[config.mk]
export PLATFORM = sky130hd
export DESIGN_NAME = symmetric_line_rasterizer_unit
export DESIGN_NICKNAME = d
export VERILOG_FILES = /design/src/design/slr_pkg.sv /design/src/design/symmetric_line_rasterizer_unit.sv
export SDC_FILE = /design/constraint.sdc
export NUM_CORES = 1
export LEC_CHECK = 0
export BUFFER_PORTS_ARGS = -buffer_cell sky130_fd_sc_hd__buf_4
export CAP_MARGIN = 25
export CORE_UTILIZATION = 40
export DETAILED_ROUTE_END_ITERATION = 12
export GPL_TIMING_DRIVEN = 0
export SLEW_MARGIN = 15
export SYNTH_ARGS = -nofsm -noshare
export SYNTH_HDL_FRONTEND = slang
export SYNTH_SLANG_ARGS = --single-unit
[constraint.sdc]
create_clock -name clk -period 7.63 [get_ports clk]
set_clock_uncertainty 0.1 [all_clocks]
set_input_delay 1.526 -clock clk [delete_from_list [all_inputs] [get_ports clk]]
set_output_delay 1.526 -clock clk [all_outputs]
set_load 0.1 [all_outputs]
[src/design/slr_pkg.sv]
package slr_pkg;

  localparam int COL_W      = 8;
  localparam int ROW_W      = 9;
  localparam int ADDR_W     = 32;
  localparam int RGB_W      = 24;
  localparam int COLOR_W    = 16;
  localparam int COUNT_W    = 2;
  localparam int STRAIGHT_W = 11;
  localparam int ERR_W      = 12;
  localparam int STEPS_W    = 9;

  localparam int SCREEN_WIDTH = 240;
  localparam int ROW_OFS_W    = ROW_W + $clog2(SCREEN_WIDTH);

  typedef logic [COL_W-1:0]   col_t;
  typedef logic [ROW_W-1:0]   row_t;
  typedef logic [ADDR_W-1:0]  addr_t;
  typedef logic [COLOR_W-1:0] color_t;
  typedef logic [COUNT_W-1:0] count_t;

  localparam logic REQ_LOAD = 1'b0;
  localparam logic REQ_STEP = 1'b1;

  localparam count_t CNT_NONE  = 2'd0;
  localparam count_t CNT_FIRST = 2'd1;
  localparam count_t CNT_BOTH  = 2'd2;

  // Word address of a pixel; wraps modulo the address width.
  function automatic addr_t pixel_addr(input addr_t base, input col_t x, input row_t y);
    logic [ROW_OFS_W-1:0] row_ofs;
    row_ofs = ROW_OFS_W'(y) * ROW_OFS_W'(SCREEN_WIDTH);
    return base + ADDR_W'(x) + ADDR_W'(row_ofs);
  endfunction

  // RGB888 to RGB565 by dropping the low bits of each channel.
  function automatic color_t to_rgb565(input logic [RGB_W-1:0] c);
    return {c[23:19], c[15:10], c[7:3]};
  endfunction

endpackage

[src/design/symmetric_line_rasterizer_unit.sv]
// Double-ended line rasterizer. A load beat (req_type 0) sets up a line and
// gives no result; each step beat (req_type 1) gives one result beat holding
// up to two pixel addresses, one walked from each end of the line, with last
// set on the final beat of the line. One beat is taken every clock: the line
// state advances by one Bresenham step per beat, and the result lands in an
// output register in the cycle after its step beat is taken. A full output
// register that is not drained holds off new input beats. frame_base should
// be written only while no line is in flight.
module symmetric_line_rasterizer_unit
  import slr_pkg::*;
(
  input  logic                clk,
  input  logic                rst,
  input  logic                cfg_wr_en,
  input  logic [ADDR_W-1:0]   cfg_wr_data,
  input  logic                in_valid,
  output logic                in_ready,
  input  logic                req_type,
  input  logic [COL_W-1:0]    x_start,
  input  logic [ROW_W-1:0]    y_start,
  input  logic [COL_W-1:0]    x_end,
  input  logic [ROW_W-1:0]    y_end,
  input  logic [RGB_W-1:0]    color_rgb,
  output logic                out_valid,
  input  logic                out_ready,
  output logic [ADDR_W-1:0]   first_addr,
  output logic [ADDR_W-1:0]   second_addr,
  output logic [COUNT_W-1:0]  pixel_count,
  output logic [COLOR_W-1:0]  pixel_color,
  output logic                last
);

  addr_t frame_base;

  col_t                    front_x, back_x, front_x_next, back_x_next;
  row_t                    front_y, back_y, front_y_next, back_y_next;
  logic signed [ERR_W-1:0] error_term, error_term_next;
  logic [STRAIGHT_W-1:0]   straight_increment, straight_increment_next;
  logic signed [ERR_W-1:0] diagonal_increment, diagonal_increment_next;
  logic [STEPS_W-1:0]      steps_left, steps_left_next;
  logic                    middle_pending, middle_pending_next;
  logic                    x_major, x_major_next;
  logic                    minor_negative, minor_negative_next;
  color_t                  line_color, line_color_next;
  logic                    busy, busy_next;

  logic   in_fire, step_fire;
  addr_t  res_first, res_second;
  count_t res_count;
  color_t res_color;
  logic   res_last;

  // Load setup.
  col_t                    ld_dx, ld_x1, ld_x2;
  row_t                    ld_dy, ld_y1, ld_y2;
  logic                    ld_x_major, ld_swap;
  logic [ROW_W-1:0]        ld_major, ld_minor;
  logic [STRAIGHT_W-1:0]   ld_straight;
  logic signed [ERR_W-1:0] ld_err, ld_diag;

  // Step datapath.
  logic  diag_step, has_pair, final_pair;
  addr_t front_addr, back_addr;

  assign in_ready  = !out_valid || out_ready;
  assign in_fire   = in_valid && in_ready;
  assign step_fire = in_fire && (req_type == REQ_STEP);

  always_comb begin
    ld_dx = (x_start > x_end) ? x_start - x_end : x_end - x_start;
    ld_dy = (y_start > y_end) ? y_start - y_end : y_end - y_start;
    ld_x_major = ROW_W'(ld_dx) > ld_dy;
    ld_swap = ld_x_major ? (x_start > x_end) : (y_start > y_end);
    ld_x1 = ld_swap ? x_end : x_start;
    ld_x2 = ld_swap ? x_start : x_end;
    ld_y1 = ld_swap ? y_end : y_start;
    ld_y2 = ld_swap ? y_start : y_end;
    ld_major = ld_x_major ? ROW_W'(ld_dx) : ld_dy;
    ld_minor = ld_x_major ? ld_dy : ROW_W'(ld_dx);
    ld_straight = STRAIGHT_W'({ld_minor, 1'b0});
    ld_err  = $signed(ERR_W'(ld_straight)) - $signed(ERR_W'(ld_major));
    ld_diag = ld_err - $signed(ERR_W'(ld_major));
  end

  always_comb begin
    diag_step  = error_term > 0;
    has_pair   = steps_left != '0;
    final_pair = (steps_left == STEPS_W'(1)) && !middle_pending;
    front_addr = pixel_addr(frame_base, front_x, front_y);
    back_addr  = pixel_addr(frame_base, back_x, back_y);

    res_first  = '0;
    res_second = '0;
    res_count  = CNT_NONE;
    res_color  = '0;
    res_last   = 1'b1;
    if (busy) begin
      if (has_pair) begin
        res_first  = front_addr;
        res_second = back_addr;
        res_count  = CNT_BOTH;
        res_color  = line_color;
        res_last   = final_pair;
      end else if (middle_pending) begin
        res_first = front_addr;
        res_count = CNT_FIRST;
        res_color = line_color;
      end
    end
  end

  always_comb begin
    front_x_next            = front_x;
    front_y_next            = front_y;
    back_x_next             = back_x;
    back_y_next             = back_y;
    error_term_next         = error_term;
    straight_increment_next = straight_increment;
    diagonal_increment_next = diagonal_increment;
    steps_left_next         = steps_left;
    middle_pending_next     = middle_pending;
    x_major_next            = x_major;
    minor_negative_next     = minor_negative;
    line_color_next         = line_color;
    busy_next               = busy;

    if (in_fire && (req_type == REQ_LOAD)) begin
      front_x_next            = ld_x1;
      front_y_next            = ld_y1;
      back_x_next             = ld_x2;
      back_y_next             = ld_y2;
      straight_increment_next = ld_straight;
      error_term_next         = ld_err;
      diagonal_increment_next = ld_diag;
      steps_left_next         = STEPS_W'((ld_major + ROW_W'(1)) >> 1);
      if (ld_major == '1) begin
        steps_left_next = STEPS_W'(({1'b0, ld_major} + (ROW_W + 1)'(1)) >> 1);
      end
      middle_pending_next     = !ld_major[0];
      x_major_next            = ld_x_major;
      minor_negative_next     = ld_x_major ? !(ld_y2 > ld_y1) : !(ld_x2 > ld_x1);
      line_color_next         = to_rgb565(color_rgb);
      busy_next               = 1'b1;
    end else if (step_fire && busy) begin
      if (has_pair) begin
        // Both ends move one pixel toward the middle along the major axis.
        if (x_major) begin
          front_x_next = front_x + COL_W'(1);
          back_x_next  = back_x - COL_W'(1);
          if (diag_step) begin
            front_y_next = minor_negative ? front_y - ROW_W'(1) : front_y + ROW_W'(1);
            back_y_next  = minor_negative ? back_y + ROW_W'(1) : back_y - ROW_W'(1);
          end
        end else begin
          front_y_next = front_y + ROW_W'(1);
          back_y_next  = back_y - ROW_W'(1);
          if (diag_step) begin
            front_x_next = minor_negative ? front_x - COL_W'(1) : front_x + COL_W'(1);
            back_x_next  = minor_negative ? back_x + COL_W'(1) : back_x - COL_W'(1);
          end
        end
        error_term_next = diag_step ? error_term + diagonal_increment
                                    : error_term + $signed(ERR_W'(straight_increment));
        steps_left_next = steps_left - STEPS_W'(1);
        if (final_pair) begin
          busy_next = 1'b0;
        end
      end else begin
        middle_pending_next = 1'b0;
        busy_next           = 1'b0;
      end
    end
  end

  always_ff @(posedge clk) begin
    if (rst) begin
      frame_base         <= '0;
      front_x            <= '0;
      front_y            <= '0;
      back_x             <= '0;
      back_y             <= '0;
      error_term         <= '0;
      straight_increment <= '0;
      diagonal_increment <= '0;
      steps_left         <= '0;
      middle_pending     <= 1'b0;
      x_major            <= 1'b0;
      minor_negative     <= 1'b0;
      line_color         <= '0;
      busy               <= 1'b0;
      out_valid          <= 1'b0;
    end else begin
      if (cfg_wr_en) begin
        frame_base <= cfg_wr_data;
      end
      front_x            <= front_x_next;
      front_y            <= front_y_next;
      back_x             <= back_x_next;
      back_y             <= back_y_next;
      error_term         <= error_term_next;
      straight_increment <= straight_increment_next;
      diagonal_increment <= diagonal_increment_next;
      steps_left         <= steps_left_next;
      middle_pending     <= middle_pending_next;
      x_major            <= x_major_next;
      minor_negative     <= minor_negative_next;
      line_color         <= line_color_next;
      busy               <= busy_next;
      if (step_fire) begin
        out_valid <= 1'b1;
      end else if (out_ready) begin
        out_valid <= 1'b0;
      end
    end
  end

  always_ff @(posedge clk) begin
    if (step_fire) begin
      first_addr  <= res_first;
      second_addr <= res_second;
      pixel_count <= res_count;
      pixel_color <= res_color;
      last        <= res_last;
    end
  end

endmodule
After elaboration in Yosys (flattened, before gate mapping)

Index checks and enable logic that the tools add are counted.

Input port bits: 96
Memories kept: 0
RAM bits: 0
Output and inout bits: 85
Memory bits (read-only): 0
Word-level logic and storage cells: 139
Bits in latches: 0
Register bits after elaboration: 212

Muxes and demuxes: 57
Reductions and logical operators: 23
Divide/modulo/power cells: 0
Multiply operators: 2
Bitwise logic cells: 2
Order comparisons: 6
Add/subtract/negate cells: 23
Shifts and indexed selects: 0
Equal/unequal tests: 5

Operators by type and width:

| kind                                                                   | count |
|---|---|
| 9-bit 2-to-1 mux                                                       | 21 |
| 8-bit 2-to-1 mux                                                       | 15 |
| 32-bit by 17-bit adder with 32-bit output                              | 2 |
| 32-bit by 8-bit adder with 32-bit output                               | 2 |
| 32-bit 2-to-1 mux                                                      | 2 |
| 12-bit 2-to-1 mux                                                      | 4 |
| 16-bit 2-to-1 mux                                                      | 2 |
| 9-bit by 1-bit adder with 9-bit output (second input constant)         | 3 |
| 9-bit by 1-bit subtractor with 9-bit output (second input constant)    | 3 |
| 9-bit by 4-bit multiplier with 13-bit output (second input constant)   | 2 |
| 9-bit > comparator                                                     | 2 |
| 9-bit subtractor                                                       | 2 |
| 8-bit by 1-bit adder with 8-bit output (second input constant)         | 2 |
| 8-bit > comparator                                                     | 2 |
| 8-bit by 1-bit subtractor with 8-bit output (second input constant)    | 2 |
| 8-bit subtractor                                                       | 2 |
| 12-bit by 11-bit adder with 12-bit output                              | 1 |
| 12-bit adder                                                           | 1 |
| 12-bit by 1-bit > comparator with 1-bit output (second input constant) | 1 |
| 1-bit 2-to-1 mux                                                       | 12 |
| 11-bit by 10-bit subtractor with 12-bit output                         | 1 |
| 10-bit by 9-bit subtractor with 11-bit output                          | 1 |
| 9-bit by 1-bit adder with 10-bit output (second input constant)        | 1 |
| 9-bit by 1-bit equality test with 1-bit output (second input constant) | 1 |
| other kinds (15)                                                       | 31 |

Longest topological paths before layout

Word-level depth: 8
Gate-level depth with buffers: 36
Mapped depth without buffers: 34

Worst setup path after synthesis

No wires, ideal clock.

Path type: input to register
Start point: input y_start[5]
End point: register diagonal_increment[9]
Data required time: 7442 ps
Stages on the path: 29
Buffers on the path: 2
Slack: -640 ps
Data arrival time: 8082 ps
Path through: inv_1 > ha_1 > buf_6 > and3_4 > and4_4 > a221o_1 > nand2_2 > mux2_2 > xnor2_1 > ha_1 > and4_1 > a221o_1 > a221oi_2 > nor2_1 > nand2_1 > clkbuf_1 > o21ai_0 > ha_1 > a211o_1 > or3_1 > a211oi_2 > o31ai_1 > xor2_1 > ha_1 > a21o_1 > nor3b_1 > a221oi_2 > or2_1 > a311oi_2

Word-level cells in the longest chain between the ends: 6
Elaborated cells on any way between the ends: 9

RTL lines:

| what                                                   | RTL line                              | RTL |
|---|---|---|
| start: declaration                                     | symmetric_line_rasterizer_unit.sv:20  | `input logic [ROW_W-1:0] y_start,` |
| 9-bit subtractor or 9-bit > comparator (tied branches) | symmetric_line_rasterizer_unit.sv:71  | `ld_dy = (y_start > y_end) ? y_start - y_end : y_end - y_start;` |
| 9-bit 2-to-1 mux (*)                                   | symmetric_line_rasterizer_unit.sv:71  |  |
| 8-bit by 9-bit > comparator with 1-bit output          | symmetric_line_rasterizer_unit.sv:72  | `ld_x_major = ROW_W'(ld_dx) > ld_dy;` |
| 9-bit 2-to-1 mux (*)                                   | symmetric_line_rasterizer_unit.sv:79  | `ld_minor = ld_x_major ? ld_dy : ROW_W'(ld_dx);` |
| named net ld_minor[3]                                  | symmetric_line_rasterizer_unit.sv:57  | `logic [ROW_W-1:0] ld_major, ld_minor;` |
| 10-bit by 9-bit subtractor with 11-bit output (*)      | symmetric_line_rasterizer_unit.sv:81  | `ld_err = $signed(ERR_W'(ld_straight)) - $signed(ERR_W'(ld_major));` |
| 11-bit by 10-bit subtractor with 12-bit output (*)     | symmetric_line_rasterizer_unit.sv:82  | `ld_diag = ld_err - $signed(ERR_W'(ld_major));` |
| end signal: assignment                                 | symmetric_line_rasterizer_unit.sv:202 | `diagonal_increment <= diagonal_increment_next;` |
| end: declaration                                       | symmetric_line_rasterizer_unit.sv:39  | `logic signed [ERR_W-1:0] diagonal_increment, diagonal_increment_next;` |

Mark *: on every way through the listed nets, which the timed path passes. The rest lies on a longest branch.
A chain may end at the register's enable or synchronous reset.

Worst setup path in the final report

Start point: input x_start[3]
End point: register diagonal_increment[11]

Word-level cells in the longest chain between the ends: 6
Elaborated cells on any way between the ends: 9

RTL lines:

| what                                                   | RTL line                             | RTL |
|---|---|---|
| start: declaration                                     | symmetric_line_rasterizer_unit.sv:19 | `input logic [COL_W-1:0] x_start,` |
| 8-bit subtractor or 8-bit > comparator (tied branches) | symmetric_line_rasterizer_unit.sv:70 | `ld_dx = (x_start > x_end) ? x_start - x_end : x_end - x_start;` |
| 8-bit 2-to-1 mux (*)                                   | symmetric_line_rasterizer_unit.sv:70 |  |
| 8-bit by 9-bit > comparator with 1-bit output          | symmetric_line_rasterizer_unit.sv:72 |  |
| 9-bit 2-to-1 mux (*)                                   | symmetric_line_rasterizer_unit.sv:79 |  |
| named net ld_minor[2]                                  | symmetric_line_rasterizer_unit.sv:57 |  |
| 10-bit by 9-bit subtractor with 11-bit output (*)      | symmetric_line_rasterizer_unit.sv:81 |  |
| 11-bit by 10-bit subtractor with 12-bit output (*)     | symmetric_line_rasterizer_unit.sv:82 |  |

Marked as above.

==> impl_metrics.tcl <==
set metrics [dict create \
    status "finished with violations" \
    violations "setup timing" \
    io_buffers 171 \
    seq_area_frac_synth_pct 29.4 \
    synth_cells 1955 \
    power.switching_w 0.00313 \
    netSwitchingFraction_pct 43.8 \
    synthFlopType "dfxtp_1" \
    cts_tree "built" \
    drive_above_1_share_pct 21.7 \
    cts_made_buffers 23 \
    rows 75 \
    grt_usage_pct 23.3 \
    synth-async-reset-ratio_pct 0 \
    fin_area_um2 21600 \
    insertion_delay_ns 0.54 \
    max_clock_freq_mhz 129 \
    die_area_um2 43800 \
    timing.final.crit_share_pct 102 \
    path_common_cell "ha_4" \
    synth_edf_count 83 \
    synthTopCellsByCount "204 x ha_1, 198 x nor2_1, 158 x inv_1, 158 x nand2_1, 138 x a21oi_1" \
    p_int_w 0.00401 \
    coreArea_um2 42100 \
    synth_top_cell_area_share_pct 14.9 \
    rsz0062_at_grt "true" \
    grt_max_degree 44 \
    slowest_delay_ns 0.38 \
    final.setup.tns_ns -0.280 \
    clk_pin_slew_ns 0.06 \
    cts_max_level 1 \
    crit_fanout 9 \
    die_w_um 209 \
    ant_nets 0 \
    hold_viol_final 0 \
    synth_nets 2301 \
    multi_input_area_um2 12000 \
    ctsHoldBuffers 0 \
    clockPowerShare_pct 16.2 \
    synth_top_cell_by_area "dfxtp_1" \
    antenna_found_initial 0 \
    reg2reg_from "back_y[0]" \
    hold_path_class "reg2reg" \
    min_period_ns 7.75 \
    drc 0 \
    ir_drop_mv 0.367 \
    layout_setup_ws_ns -0.122 \
    drv_slew 0 \
    wl_per_cell_um 18.6 \
    holdWs_ns 0.350 \
    reg2reg_depth 23 \
    io_pins 181 \
    critical_path_required_ns 7.98 \
    r2r_end "second_addr[31]" \
    initial_core_util_pct 40.8 \
    setup_viol 3 \
    fill_cells 3864 \
    worstHoldStart "line_color[15]" \
    yosysMostFrequentCell "ha_1" \
    num_vias 15186 \
    die_h_um 209 \
    routabilityCongestion 0.941 \
    worstSetupStartpointType "input pin" \
    p_per_area_nw_per_um2 330 \
    cts_buffer_depth 3 \
    dr.first_iter.drc_count 981 \
    antenna_cells 0 \
    critPathArrivalTime_ns 8.10 \
    cp-end-kind "flip-flop" \
    vias_per_cell 5.41 \
    cp_slowest_cell "a221o_1" \
    slew_headroom_pct 35.0 \
    final_nets 2595 \
    ff_latch_area_um2 5050 \
    cap_violations 0 \
    worst_pin_slew_ns 0.975 \
    ys_top_cells_by_area "dfxtp_1 15%, ha_1 15%, edfxtp_1 15%" \
    drt-total-wl_mm 52.2 \
    placed_cell_area_um2 19400 \
    synth.avg_cell_area_um2 8.79 \
    rrSetupSlack_ns 1.64 \
    combPwrFrac_pct 64.1 \
    cts-root-buf "clkbuf_16" \
    synth_area_um2 17200 \
    hpwlAfterDp_mm 41.1 \
    synth-seq-cells 211 \
    syn2layout_area_growth_pct 25.8 \
    gr-total-overflow 0 \
    criticalPathCategory "in2reg" \
    ys_types 88 \
    holdPathStages 2 \
    grt_pass1_wl_mm 80.6 \
    grt_pass1_vias 14633 \
    min_to "line_color[15]" \
    first_pass_iters 5 \
    yosysWarnings 0 \
    cts.sinks 211 \
    p_leak_nw 9.38 \
    seq_power_share_pct 19.7 \
]
==> layer usage <==
layer,track usage [%],vias to the layer above,routed length [um]
met5,0,-,0
met4,7.25,0,1460
met3,2.63,88,2850
li1,-,7498,-
met1,31.7,7127,23800
met2,38.4,473,24100
==> critical path, delay by kind of cell <==
family	cells	cell delay (ns)
xor+xnor	2	0.34
mux	1	0.32
buf+inv	6	0.95
simple gates	7	1.34
compound gates	12	2.53
fa+ha+maj	4	1.07
==> registers in the layout, indices dropped and copies added (netlist names), 2 cells and up <==
signal	cells
front_y	9
line_color	16
error_term	12
second_addr	32
straight_increment	9
diagonal_increment	11
steps_left	9
frame_base	32
back_x	8
back_y	9
front_x	8
first_addr	32
pixel_count	2
pixel_color	16
==> power groups by stage <==
stage	clock network (W)	registers, W	logic (W)
floorplan	0	0.00154	0.00263
global placement	0	0.00143	0.00351
detailed placement	0	0.00143	0.00358
CTS	0.00118	0.00141	0.00395
global route	0.00123	0.00142	0.00498
finish	0.00116	0.00141	0.00457
==> layout make-up <==
| type | instances | area share, % |
|---|---|---|
| Buffer | 79 | 1.91 |
| Inverter | 159 | 2.91 |
| Multi-Input combinational cell | 1501 | 55.4 |
| Timing Repair Buffer | 274 | 9.70 |
| Clock inverter | 17 | 0.811 |
| Tap cell | 539 | 3.12 |
| Sequential cell | 211 | 23.4 |
| Clock buffer | 25 | 2.80 |
==> metrics by stage <==
| stage | total power (W) | setup slack, ns | utilization [%] | cells |
|---|---|---|---|---|
| final | 0.00714 | -0.122 | 51.3 | 2805 |
| after CTS | 0.00654 | -0.161 | 49.3 | 2757 |
| after detailed placement | 0.00501 | -1.36 | 46.0 | 2666 |
| after global routing | 0.00763 | -0.373 | 51.3 | 2805 |
| after global placement | 0.00494 | -1.37 | 46.0 | 2665 |
| after floorplan | 0.00417 | 0.00785 | - | 1955 |
==> placed cells by master (no fill, tap or decap), types with 25 or more instances in the layout <==
master     synthesis  routed
ha_1             204     176
a211oi_1          78      76
clkbuf_16          0      25
fa_1              46      44
mux2i_1           42      39
xor2_1            48      47
nor3_1            39      35
inv_1            158     142
edfxtp_1          83      83
dfxtp_1          128     128
nand3_1           37      36
o21ai_0           77      67
nor2_1           198     192
nand2_1          158     154
buf_4              4     268
and2_1            26      26
xnor2_1           85      76
a21o_1            28      28
clkbuf_1          54      50
a21oi_1          138     121
==> worst max path at each step <==
| stage | startpoint | endpoint | slack [ns] | cells after the start |
|---|---|---|---|---|
| 6_report | x_start[3] | diagonal_increment[11] | -0.12 | 32 |
| 3_5_place_dp | x_start[3] | diagonal_increment[10] | -1.36 | 33 |
| 3_3_place_gp | x_start[3] | diagonal_increment[10] | -1.37 | 33 |
| 2_1_floorplan | x_start[3] | diagonal_increment[10] | 0.008 | 32 |
| 4_1_cts | y_end[6] | diagonal_increment[10] | -0.16 | 31 |
| 5_1_grt | x_start[3] | diagonal_increment[9] | -0.37 | 29 |
==> cells by family (layout without fill, tap and decap cells) <==
| group | Yosys count | after routing | share of synthesized area (%) |
|---|---|---|---|
| muxes | 49 | 49 | 2.93 |
| AOI/OAI and AO/OA | 470 | 470 | 18.4 |
| adders and majority gates | 250 | 250 | 20.2 |
| and+or+nand+nor | 599 | 599 | 16.6 |
| DFF | 211 | 211 | 29.4 |
| xor gates and xnor gates | 133 | 133 | 6.78 |
| buffers and inverters | 243 | 554 | 5.69 |
==> timing repair <==
action | CTS | global route
gates resized for setup | 53 | 96
endpoints found under the setup margin | 9 | 8
buffers inserted | 54 | 47
pin swaps | 44 | 71
(Power assumes the default switching activity.)
